--- src/hdl/dsc_pkg.sv ---
// dsc_pkg: shared types and constants for the two-sensor direction counter
// no dependencies
package dsc_pkg;

  // tracker modes
  typedef enum logic [1:0] {
    MODE_IDLE    = 2'd0,
    MODE_INWARD  = 2'd1,
    MODE_OUTWARD = 2'd2,
    MODE_HOLD    = 2'd3
  } mode_t;

  // event kind codes on the result channel
  localparam logic [1:0] KIND_IN     = 2'd0;
  localparam logic [1:0] KIND_OUT    = 2'd1;
  localparam logic [1:0] KIND_REPORT = 2'd2;

  // configuration register indexes
  localparam logic [1:0] REG_WINDOW  = 2'd0;
  localparam logic [1:0] REG_HOLDOFF = 2'd1;
  localparam logic [1:0] REG_PERIOD  = 2'd2;

  localparam int TIMER_BITS  = 16;
  localparam int PERIOD_BITS = 20;
  localparam int TOTAL_BITS  = 16;

  localparam logic [TIMER_BITS-1:0]  WINDOW_RESET  = 16'd2000;
  localparam logic [TIMER_BITS-1:0]  HOLDOFF_RESET = 16'd4000;
  localparam logic [PERIOD_BITS-1:0] PERIOD_RESET  = 20'd60000;

  // result control from the step logic to the output register
  typedef struct packed {
    logic       emit;
    logic [1:0] kind;
  } res_ctl_t;

endpackage

--- src/hdl/dsc_step.sv ---
// dsc_step: combinational next-state and result logic for one tick
// depends on dsc_pkg
module dsc_step #(
  parameter int COUNT_BITS = 16
) (
  input  logic                             outside_active,
  input  logic                             inside_active,
  input  logic [dsc_pkg::TIMER_BITS-1:0]   window_ticks,
  input  logic [dsc_pkg::TIMER_BITS-1:0]   holdoff_ticks,
  input  logic [dsc_pkg::PERIOD_BITS-1:0]  period_ticks,
  input  dsc_pkg::mode_t                   mode,
  input  logic [dsc_pkg::TIMER_BITS-1:0]   phase_timer,
  input  logic [dsc_pkg::PERIOD_BITS-1:0]  period_elapsed,
  input  logic [COUNT_BITS-1:0]            in_count,
  input  logic [COUNT_BITS-1:0]            out_count,
  output dsc_pkg::mode_t                   mode_nxt,
  output logic [dsc_pkg::TIMER_BITS-1:0]   phase_timer_nxt,
  output logic [dsc_pkg::PERIOD_BITS-1:0]  period_elapsed_nxt,
  output logic [COUNT_BITS-1:0]            in_count_nxt,
  output logic [COUNT_BITS-1:0]            out_count_nxt,
  output dsc_pkg::res_ctl_t                res_ctl
);

  logic [dsc_pkg::PERIOD_BITS-1:0] elapsed_inc;
  logic [dsc_pkg::TIMER_BITS-1:0]  timer_inc;
  logic                            report;
  logic                            both;
  logic                            open_in;
  logic                            open_out;

  assign elapsed_inc = (&period_elapsed) ? period_elapsed
                                         : period_elapsed + 1'b1;
  assign timer_inc   = (&phase_timer) ? phase_timer : phase_timer + 1'b1;
  assign report      = (mode == dsc_pkg::MODE_IDLE) && (elapsed_inc >= period_ticks);
  assign both        = outside_active && inside_active;
  assign open_in     = outside_active && !inside_active;
  assign open_out    = inside_active && !outside_active;

  // next mode
  always_comb begin
    mode_nxt = mode;
    case (mode)
      dsc_pkg::MODE_IDLE: begin
        if (!report && open_in) begin
          mode_nxt = dsc_pkg::MODE_INWARD;
        end else if (!report && open_out) begin
          mode_nxt = dsc_pkg::MODE_OUTWARD;
        end
      end
      dsc_pkg::MODE_INWARD, dsc_pkg::MODE_OUTWARD: begin
        if (both) begin
          mode_nxt = dsc_pkg::MODE_HOLD;
        end else if (timer_inc >= window_ticks) begin
          mode_nxt = dsc_pkg::MODE_IDLE;
        end
      end
      dsc_pkg::MODE_HOLD: begin
        if (timer_inc >= holdoff_ticks) begin
          mode_nxt = dsc_pkg::MODE_IDLE;
        end
      end
      default: mode_nxt = dsc_pkg::MODE_IDLE;
    endcase
  end

  // timers, counts and result
  always_comb begin
    phase_timer_nxt    = phase_timer;
    period_elapsed_nxt = elapsed_inc;
    in_count_nxt       = in_count;
    out_count_nxt      = out_count;
    res_ctl.emit       = 1'b0;
    res_ctl.kind       = dsc_pkg::KIND_REPORT;
    case (mode)
      dsc_pkg::MODE_IDLE: begin
        if (report) begin
          res_ctl.emit       = 1'b1;
          in_count_nxt       = '0;
          out_count_nxt      = '0;
          period_elapsed_nxt = '0;
        end else if (open_in || open_out) begin
          phase_timer_nxt = '0;
        end
      end
      dsc_pkg::MODE_INWARD, dsc_pkg::MODE_OUTWARD: begin
        phase_timer_nxt = timer_inc;
        if (both) begin
          res_ctl.emit    = 1'b1;
          phase_timer_nxt = '0;
          if (mode == dsc_pkg::MODE_INWARD) begin
            res_ctl.kind = dsc_pkg::KIND_IN;
            if (!(&in_count)) begin
              in_count_nxt = in_count + 1'b1;
            end
          end else begin
            res_ctl.kind = dsc_pkg::KIND_OUT;
            if (!(&out_count)) begin
              out_count_nxt = out_count + 1'b1;
            end
          end
        end
      end
      dsc_pkg::MODE_HOLD: begin
        phase_timer_nxt = timer_inc;
      end
      default: begin
        phase_timer_nxt = '0;
      end
    endcase
  end

endmodule

--- src/hdl/dsc_out_reg.sv ---
// dsc_out_reg: result register between the step logic and the result channel
// depends on dsc_pkg
module dsc_out_reg #(
  parameter int COUNT_BITS = 16
) (
  input  logic                            clk,
  input  logic                            rst_n,
  input  logic                            load,
  input  dsc_pkg::res_ctl_t               res_ctl,
  input  logic [COUNT_BITS-1:0]           in_count,
  input  logic [COUNT_BITS-1:0]           out_count,
  output logic                            take_ok,
  output logic                            out_valid,
  input  logic                            out_ready,
  output logic [1:0]                      out_event_kind,
  output logic [dsc_pkg::TOTAL_BITS-1:0]  out_in_total,
  output logic [dsc_pkg::TOTAL_BITS-1:0]  out_out_total
);

  localparam int WIDE_BITS = (COUNT_BITS > dsc_pkg::TOTAL_BITS) ? COUNT_BITS
                                                                 : dsc_pkg::TOTAL_BITS;

  logic                            valid_r;
  logic [1:0]                      kind_r;
  logic [dsc_pkg::TOTAL_BITS-1:0]  in_total_r;
  logic [dsc_pkg::TOTAL_BITS-1:0]  out_total_r;
  logic [WIDE_BITS-1:0]            in_wide;
  logic [WIDE_BITS-1:0]            out_wide;

  assign in_wide  = WIDE_BITS'(in_count);
  assign out_wide = WIDE_BITS'(out_count);

  // free slot when empty or the held transaction leaves this cycle
  assign take_ok = !valid_r || out_ready;

  always_ff @(posedge clk) begin
    if (!rst_n) begin
      valid_r <= 1'b0;
    end else if (load && res_ctl.emit) begin
      valid_r <= 1'b1;
    end else if (out_ready) begin
      valid_r <= 1'b0;
    end
  end

  always_ff @(posedge clk) begin
    if (load && res_ctl.emit) begin
      kind_r      <= res_ctl.kind;
      in_total_r  <= in_wide[dsc_pkg::TOTAL_BITS-1:0];
      out_total_r <= out_wide[dsc_pkg::TOTAL_BITS-1:0];
    end
  end

  assign out_valid      = valid_r;
  assign out_event_kind = kind_r;
  assign out_in_total   = in_total_r;
  assign out_out_total  = out_total_r;

endmodule

--- src/hdl/two_sensor_direction_counter.sv ---
// two_sensor_direction_counter: top level, state and configuration registers
// a tick's result, if it has one, is registered and appears on the output in the cycle after its tick transaction
// throughput: one tick per cycle; input stalls only while a held result is not taken
// reset (rst_n low, synchronous): idle mode, timers and counts zero,
// window 2000, hold-off 4000, period 60000 ticks
// depends on dsc_pkg, dsc_step, dsc_out_reg
module two_sensor_direction_counter #(
  parameter int COUNT_BITS = 16
) (
  input  logic                              clk,
  input  logic                              rst_n,
  // tick channel
  input  logic                              in_valid,
  output logic                              in_ready,
  input  logic                              in_outside_active,
  input  logic                              in_inside_active,
  // result channel
  output logic                              out_valid,
  input  logic                              out_ready,
  output logic [1:0]                        out_event_kind,
  output logic [dsc_pkg::TOTAL_BITS-1:0]    out_in_total,
  output logic [dsc_pkg::TOTAL_BITS-1:0]    out_out_total,
  // configuration write channel
  input  logic                              cfg_valid,
  output logic                              cfg_ready,
  input  logic [1:0]                        cfg_index,
  input  logic [dsc_pkg::PERIOD_BITS-1:0]   cfg_data
);

  // configuration registers
  logic [dsc_pkg::TIMER_BITS-1:0]  window_r;
  logic [dsc_pkg::TIMER_BITS-1:0]  holdoff_r;
  logic [dsc_pkg::PERIOD_BITS-1:0] period_r;

  // tracker state
  dsc_pkg::mode_t                  mode_r;
  dsc_pkg::mode_t                  mode_nxt;
  logic [dsc_pkg::TIMER_BITS-1:0]  phase_timer_r;
  logic [dsc_pkg::TIMER_BITS-1:0]  phase_timer_nxt;
  logic [dsc_pkg::PERIOD_BITS-1:0] period_elapsed_r;
  logic [dsc_pkg::PERIOD_BITS-1:0] period_elapsed_nxt;
  logic [COUNT_BITS-1:0]           in_count_r;
  logic [COUNT_BITS-1:0]           in_count_nxt;
  logic [COUNT_BITS-1:0]           out_count_r;
  logic [COUNT_BITS-1:0]           out_count_nxt;

  dsc_pkg::res_ctl_t               res_ctl;
  logic                            take_ok;
  logic                            in_fire;

  // counts handed to the result register
  logic [COUNT_BITS-1:0]           in_shown;
  logic [COUNT_BITS-1:0]           out_shown;

  // config writes are always taken; index 3 is ignored
  assign cfg_ready = 1'b1;

  always_ff @(posedge clk) begin
    if (!rst_n) begin
      window_r  <= dsc_pkg::WINDOW_RESET;
      holdoff_r <= dsc_pkg::HOLDOFF_RESET;
      period_r  <= dsc_pkg::PERIOD_RESET;
    end else if (cfg_valid) begin
      case (cfg_index)
        dsc_pkg::REG_WINDOW:  window_r  <= cfg_data[dsc_pkg::TIMER_BITS-1:0];
        dsc_pkg::REG_HOLDOFF: holdoff_r <= cfg_data[dsc_pkg::TIMER_BITS-1:0];
        dsc_pkg::REG_PERIOD:  period_r  <= cfg_data;
        default: ;
      endcase
    end
  end

  // a tick is taken whenever the result register can absorb its result
  assign in_ready = take_ok;
  assign in_fire  = in_valid && take_ok;

  dsc_step #(
    .COUNT_BITS(COUNT_BITS)
  ) u_step (
    .outside_active     (in_outside_active),
    .inside_active      (in_inside_active),
    .window_ticks       (window_r),
    .holdoff_ticks      (holdoff_r),
    .period_ticks       (period_r),
    .mode               (mode_r),
    .phase_timer        (phase_timer_r),
    .period_elapsed     (period_elapsed_r),
    .in_count           (in_count_r),
    .out_count          (out_count_r),
    .mode_nxt           (mode_nxt),
    .phase_timer_nxt    (phase_timer_nxt),
    .period_elapsed_nxt (period_elapsed_nxt),
    .in_count_nxt       (in_count_nxt),
    .out_count_nxt      (out_count_nxt),
    .res_ctl            (res_ctl)
  );

  // state advances once per accepted tick
  always_ff @(posedge clk) begin
    if (!rst_n) begin
      mode_r           <= dsc_pkg::MODE_IDLE;
      phase_timer_r    <= '0;
      period_elapsed_r <= '0;
      in_count_r       <= '0;
      out_count_r      <= '0;
    end else if (in_fire) begin
      mode_r           <= mode_nxt;
      phase_timer_r    <= phase_timer_nxt;
      period_elapsed_r <= period_elapsed_nxt;
      in_count_r       <= in_count_nxt;
      out_count_r      <= out_count_nxt;
    end
  end

  // events carry counts after the increment, reports carry counts before
  // clearing, so pick the matching value for the result register
  assign in_shown  = (res_ctl.kind == dsc_pkg::KIND_REPORT) ? in_count_r  : in_count_nxt;
  assign out_shown = (res_ctl.kind == dsc_pkg::KIND_REPORT) ? out_count_r : out_count_nxt;

  dsc_out_reg #(
    .COUNT_BITS(COUNT_BITS)
  ) u_out (
    .clk            (clk),
    .rst_n          (rst_n),
    .load           (in_fire),
    .res_ctl        (res_ctl),
    .in_count       (in_shown),
    .out_count      (out_shown),
    .take_ok        (take_ok),
    .out_valid      (out_valid),
    .out_ready      (out_ready),
    .out_event_kind (out_event_kind),
    .out_in_total   (out_in_total),
    .out_out_total  (out_out_total)
  );

endmodule
--- config.mk ---
export PLATFORM = sky130hd
export DESIGN_NAME = two_sensor_direction_counter
export DESIGN_NICKNAME = d
export VERILOG_FILES = /design/src/hdl/dsc_pkg.sv /design/src/hdl/dsc_step.sv /design/src/hdl/dsc_out_reg.sv /design/src/hdl/two_sensor_direction_counter.sv
export SDC_FILE = /design/constraint.sdc
export NUM_CORES = 1
export LEC_CHECK = 0
export BUFFER_PORTS_ARGS = -buffer_cell sky130_fd_sc_hd__buf_2
export CAP_MARGIN = 20
export CORE_MARGIN = 2
export CORE_UTILIZATION = 62
export DETAILED_ROUTE_END_ITERATION = 10
export GPL_TIMING_DRIVEN = 0
export PLACE_DENSITY = 0.81
export SYNTH_ARGS = -nofsm -noshare
export SYNTH_HDL_FRONTEND = slang
export SYNTH_HIERARCHICAL = 1
export SYNTH_SLANG_ARGS = --single-unit
export TNS_END_PERCENT = 10
--- constraint.sdc ---
create_clock -name clk -period 4.73 [get_ports clk]
set_input_delay 0.473 -clock clk [delete_from_list [all_inputs] [get_ports clk]]
set_output_delay 0.473 -clock clk [all_outputs]
set_load 0.03 [all_outputs]
==> impl_metrics.env <==
export IMPL_timing_critical_path_cells="and4_1 > nand4_1 > nor4_2 > nand3_1 > mux2_1 > ha_1 > and4_1 > nand4_1 > nand2b_1 > nand3_4 > o21ai_4 > buf_2 > a21oi_1 > nand2_1 > clkinvlp_4 > buf_16"
export IMPL_dp_hpwl_mm=19.8
export IMPL_worst_hold_path_num_cells=3
export IMPL_setup_worst_path_start="period_elapsed_r[2]"
export IMPL_timing_critical_path_arrival_ns=4.65
export IMPL_cts_sinks=157
export IMPL_synthesis_instances=1210
export IMPL_synth_seq_area_share=0.330
export IMPL_syn_avg_cell_area_um2=8.73
export IMPL_pre_cts_slack_ns=0.0158
export IMPL_critical_path_reg2reg_startpoint="period_elapsed_r[2]"
export IMPL_fmax_ghz=0.224
export IMPL_drive_above_1_share=0.204
export IMPL_setup_ws_ns=0.271
export IMPL_grt_total_usage=0.302
export IMPL_tritoncts="yes"
export IMPL_drc_errors=0
export IMPL_worstSkewPairLatency_ns=0.43
export IMPL_clk_pin_slew_worst_paths_ns=0.06
export IMPL_synth_enable_flop_cells=34
export IMPL_hold_path_startpoint="cfg_data[16]"
export IMPL_clock_tree_htree_level_count=4
export IMPL_power_combinational_fraction=0.093
export IMPL_worst_ep_required_ns=4.92
export IMPL_cts_root_buf="clkbuf_16"
export IMPL_crit_slowest_cell="dfxtp_1"
export IMPL_cts_buffer_depth=2
export IMPL_worst_hold_path_type="input port to register"
export IMPL_timing_setup_tns_ns=0
export IMPL_layout_core_utilization=0.707
export IMPL_ys_flop_type="dfxtp_1"
export IMPL_die_h_um=135
export IMPL_run_status="finished clean"
export IMPL_wl_per_cell_um=17.7
export IMPL_net_switching_power_mw=0.790
export IMPL_ff2ff_setup_slack_ns=0.27
export IMPL_fp_dieW_um=135
export IMPL_cap_viol_max_count=0
export IMPL_routed_via_count=9409
export IMPL_switching_share=0.264
export IMPL_port_buffers=61
export IMPL_initialDrtViolationCount=716
export IMPL_internal_portion_of_total_power_mw=2.21
export IMPL_synth_async_reset_ratio=0
export IMPL_pin_count_of_the_biggest_net_entering_global_routing=25
export IMPL_placement_rows=47
export IMPL_power_sequential_fraction=0.466
export IMPL_drt_first_pass_iters=8
export IMPL_timing_critical_path_buf_inv=3
export IMPL_first_pass_grt_wire_length_mm=44.1
export IMPL_floorplan_initialDensity=0.635
export IMPL_critPathKind="register to register"
export IMPL_hold_violations=0
export IMPL_cts_inserted_buffers=17
export IMPL_detail_route_vias_per_cell=6.16
export IMPL_synth_net_count=1301
export IMPL_worst_path_max_fanout=24
export IMPL_report_final_slew_viol_count=0
export IMPL_timing_max_slew_rel_slack=0.550
export IMPL_largest_voltage_drop_on_the_vdd_net_mv=0.292
export IMPL_final_nets=1385
export IMPL_core_area_um2=16600
export IMPL_crit_reg2reg_capture="u_out/out_in_total[12]"
export IMPL_diodes=0
export IMPL_cpPeakStageDelay_ns=0.42
export IMPL_top_regs="period_elapsed_r: 20 flops, period_r: 20 flops"
export IMPL_timing_final_crit_period_ns=4.46
export IMPL_r2r_cells=16
export IMPL_grt_antenna_before_repair=0
export IMPL_finalWirelength_mm=27.0
export IMPL_floorplan_die_area_um2=18100
export IMPL_netlist_cell_type_count=82
export IMPL_detail_route_antenna_nets=0
export IMPL_worst_pin_slew_ns=0.675
export IMPL_leakage_nw=4.81
export IMPL_min_to="period_r[16]"
export IMPL_netlist_area_before_placement_um2=10600
export IMPL_worst_setup_path_end_kind="register"
export IMPL_first_global_vias=8933
export IMPL_clkPwrFrac=0.441
export IMPL_overflow=0
export IMPL_yosys_warnings=6
export IMPL_worst_setup_start_kind="register"
export IMPL_finalSetupViolations=0
export IMPL_fin_skew_ns=0.00614
export IMPL_critPathTopFamily="simple AND/OR/NAND/NOR gates"
export IMPL_synth_seq_cells=157
export IMPL_power_density_nw_per_um2=255
export IMPL_areaGrowthSynthToFinish_pct=11.4
export IMPL_gpl_final_weighted_congestion=0.930
export IMPL_layout_worst_path_cycle_share=0.943
export IMPL_layout_common_cells="123 x dfxtp_1, 115 x a21oi_1, 114 x nand2_1, 101 x nand3_1, 84 x buf_2"
export IMPL_mostFrequentLayoutCell="dfxtp_1"
export IMPL_ioPinCount=66
[logic make-up after synthesis]
logic type | count (synthesis) | share of synthesized area
AO/OA/AOI/OAI | 305 | 0.208
XOR/XNOR | 26 | 0.0216
adder cells (fa/ha/maj) | 62 | 0.0734
buffers and inverters | 151 | 0.0618
flip-flops | 157 | 0.330
multiplexers | 93 | 0.0936
other | 1 | 0.000355
AND/OR/NAND/NOR | 415 | 0.211
[metrics by stage]
stage / power [mW] / instance area [um2] / hold slack (ns) / instances
floorplan: 1.61 / 10600 / 0.435 / 1210
CTS: 3.00 / 11700 / 0.280 / 1525
global placement: 1.69 / 11100 / 0.443 / 1491
detailed placement: 1.70 / 11200 / 0.452 / 1492
global route: 3.09 / 11800 / 0.294 / 1527
finish: 3.00 / 11800 / 0.282 / 1527
[metal layers]
layer  track usage  vias to the layer above  wire (um)
met3        0.0458                       65       1660
met1         0.391                     4424      11800
li1              -                     4539          -
met4         0.123                        0        854
met5             0                        -          0
met2         0.507                      381      12700
[cells in the mapped netlist (8+ instances only)]
cell	number	share of area
nor2_1	36	0.013
o21ai_0	25	0.012
nand4_1	19	0.011
a21o_1	8	0.0057
a21bo_2	71	0.067
nor2b_1	26	0.015
a31oi_1	15	0.0089
mux2_2	36	0.038
a22o_1	11	0.0091
and2_1	24	0.014
and3_1	18	0.011
dfxtp_1	123	0.23
mux2i_1	50	0.047
nor3_1	15	0.0071
and4_1	8	0.0066
a21oi_1	115	0.054
xor2_1	10	0.0083
nand3_1	101	0.048
edfxtp_1	34	0.097
ha_1	62	0.073
inv_1	73	0.026
clkbuf_1	40	0.014
buf_2	23	0.011
xnor2_1	16	0.013
nand2_1	114	0.041
[power by group through the flow]
stage          combinational, mW  sequential [mW]  clock (mW)
6_report                   0.279             1.40        1.32
5_1_grt                    0.301             1.40        1.39
4_1_cts                    0.272             1.40        1.33
3_5_place_dp               0.269             1.43           0
3_3_place_gp               0.263             1.43           0
2_1_floorplan              0.180             1.43           0
[how the worst max path moves through the flow]
| stage | cells after the start | slack, ns | endpoint |
|---|---|---|---|
| 6_report | 16 | 0.27 | u_out/out_in_total[12] |
| 5_1_grt | 16 | -0.0005 | u_out/out_in_total[14] |
| 4_1_cts | 15 | 0.13 | u_out/out_in_total[6] |
| 3_5_place_dp | 14 | 0.02 | u_out/out_in_total[14] |
| 3_3_place_gp | 13 | -0.30 | u_out/out_in_total[13] |
| 2_1_floorplan | 13 | 0.57 | u_out/out_event_kind[0] |
[layout make-up]
type                       instances  area [um2]
sequential                       157        3480
inverter                          73         278
multi-input combinational        902        6440
buffer                            78         379
clock inverter                    15         140
timing repair buffer              65         355
clock buffer                      17         425
tap                              220         275
fill                            1262        4870
[worst reg2reg max path, stage by stage (launching register included)]
cell and delay (ns):
dfxtp_1 0.42, and4_1 0.30, nand4_1 0.20, nor4_2 0.30, nand3_1 0.15, mux2_1 0.37
ha_1 0.30, and4_1 0.20, nand4_1 0.23, nand2b_1 0.21, nand3_4 0.21, o21ai_4 0.31
buf_2 0.32, a21oi_1 0.11, nand2_1 0.17, clkinvlp_4 0.19, buf_16 0.21
[what timing repair did]
item / CTS / global route
gates cloned: 0 / 0
endpoints found under the setup margin: 24 / 34
resized for setup: 0 / 2
setup buffers: 1 / 2
pin swaps: 1 / 0
hold buffers: 0 / 0
Note: power is estimated with default switching activity, not from simulation.
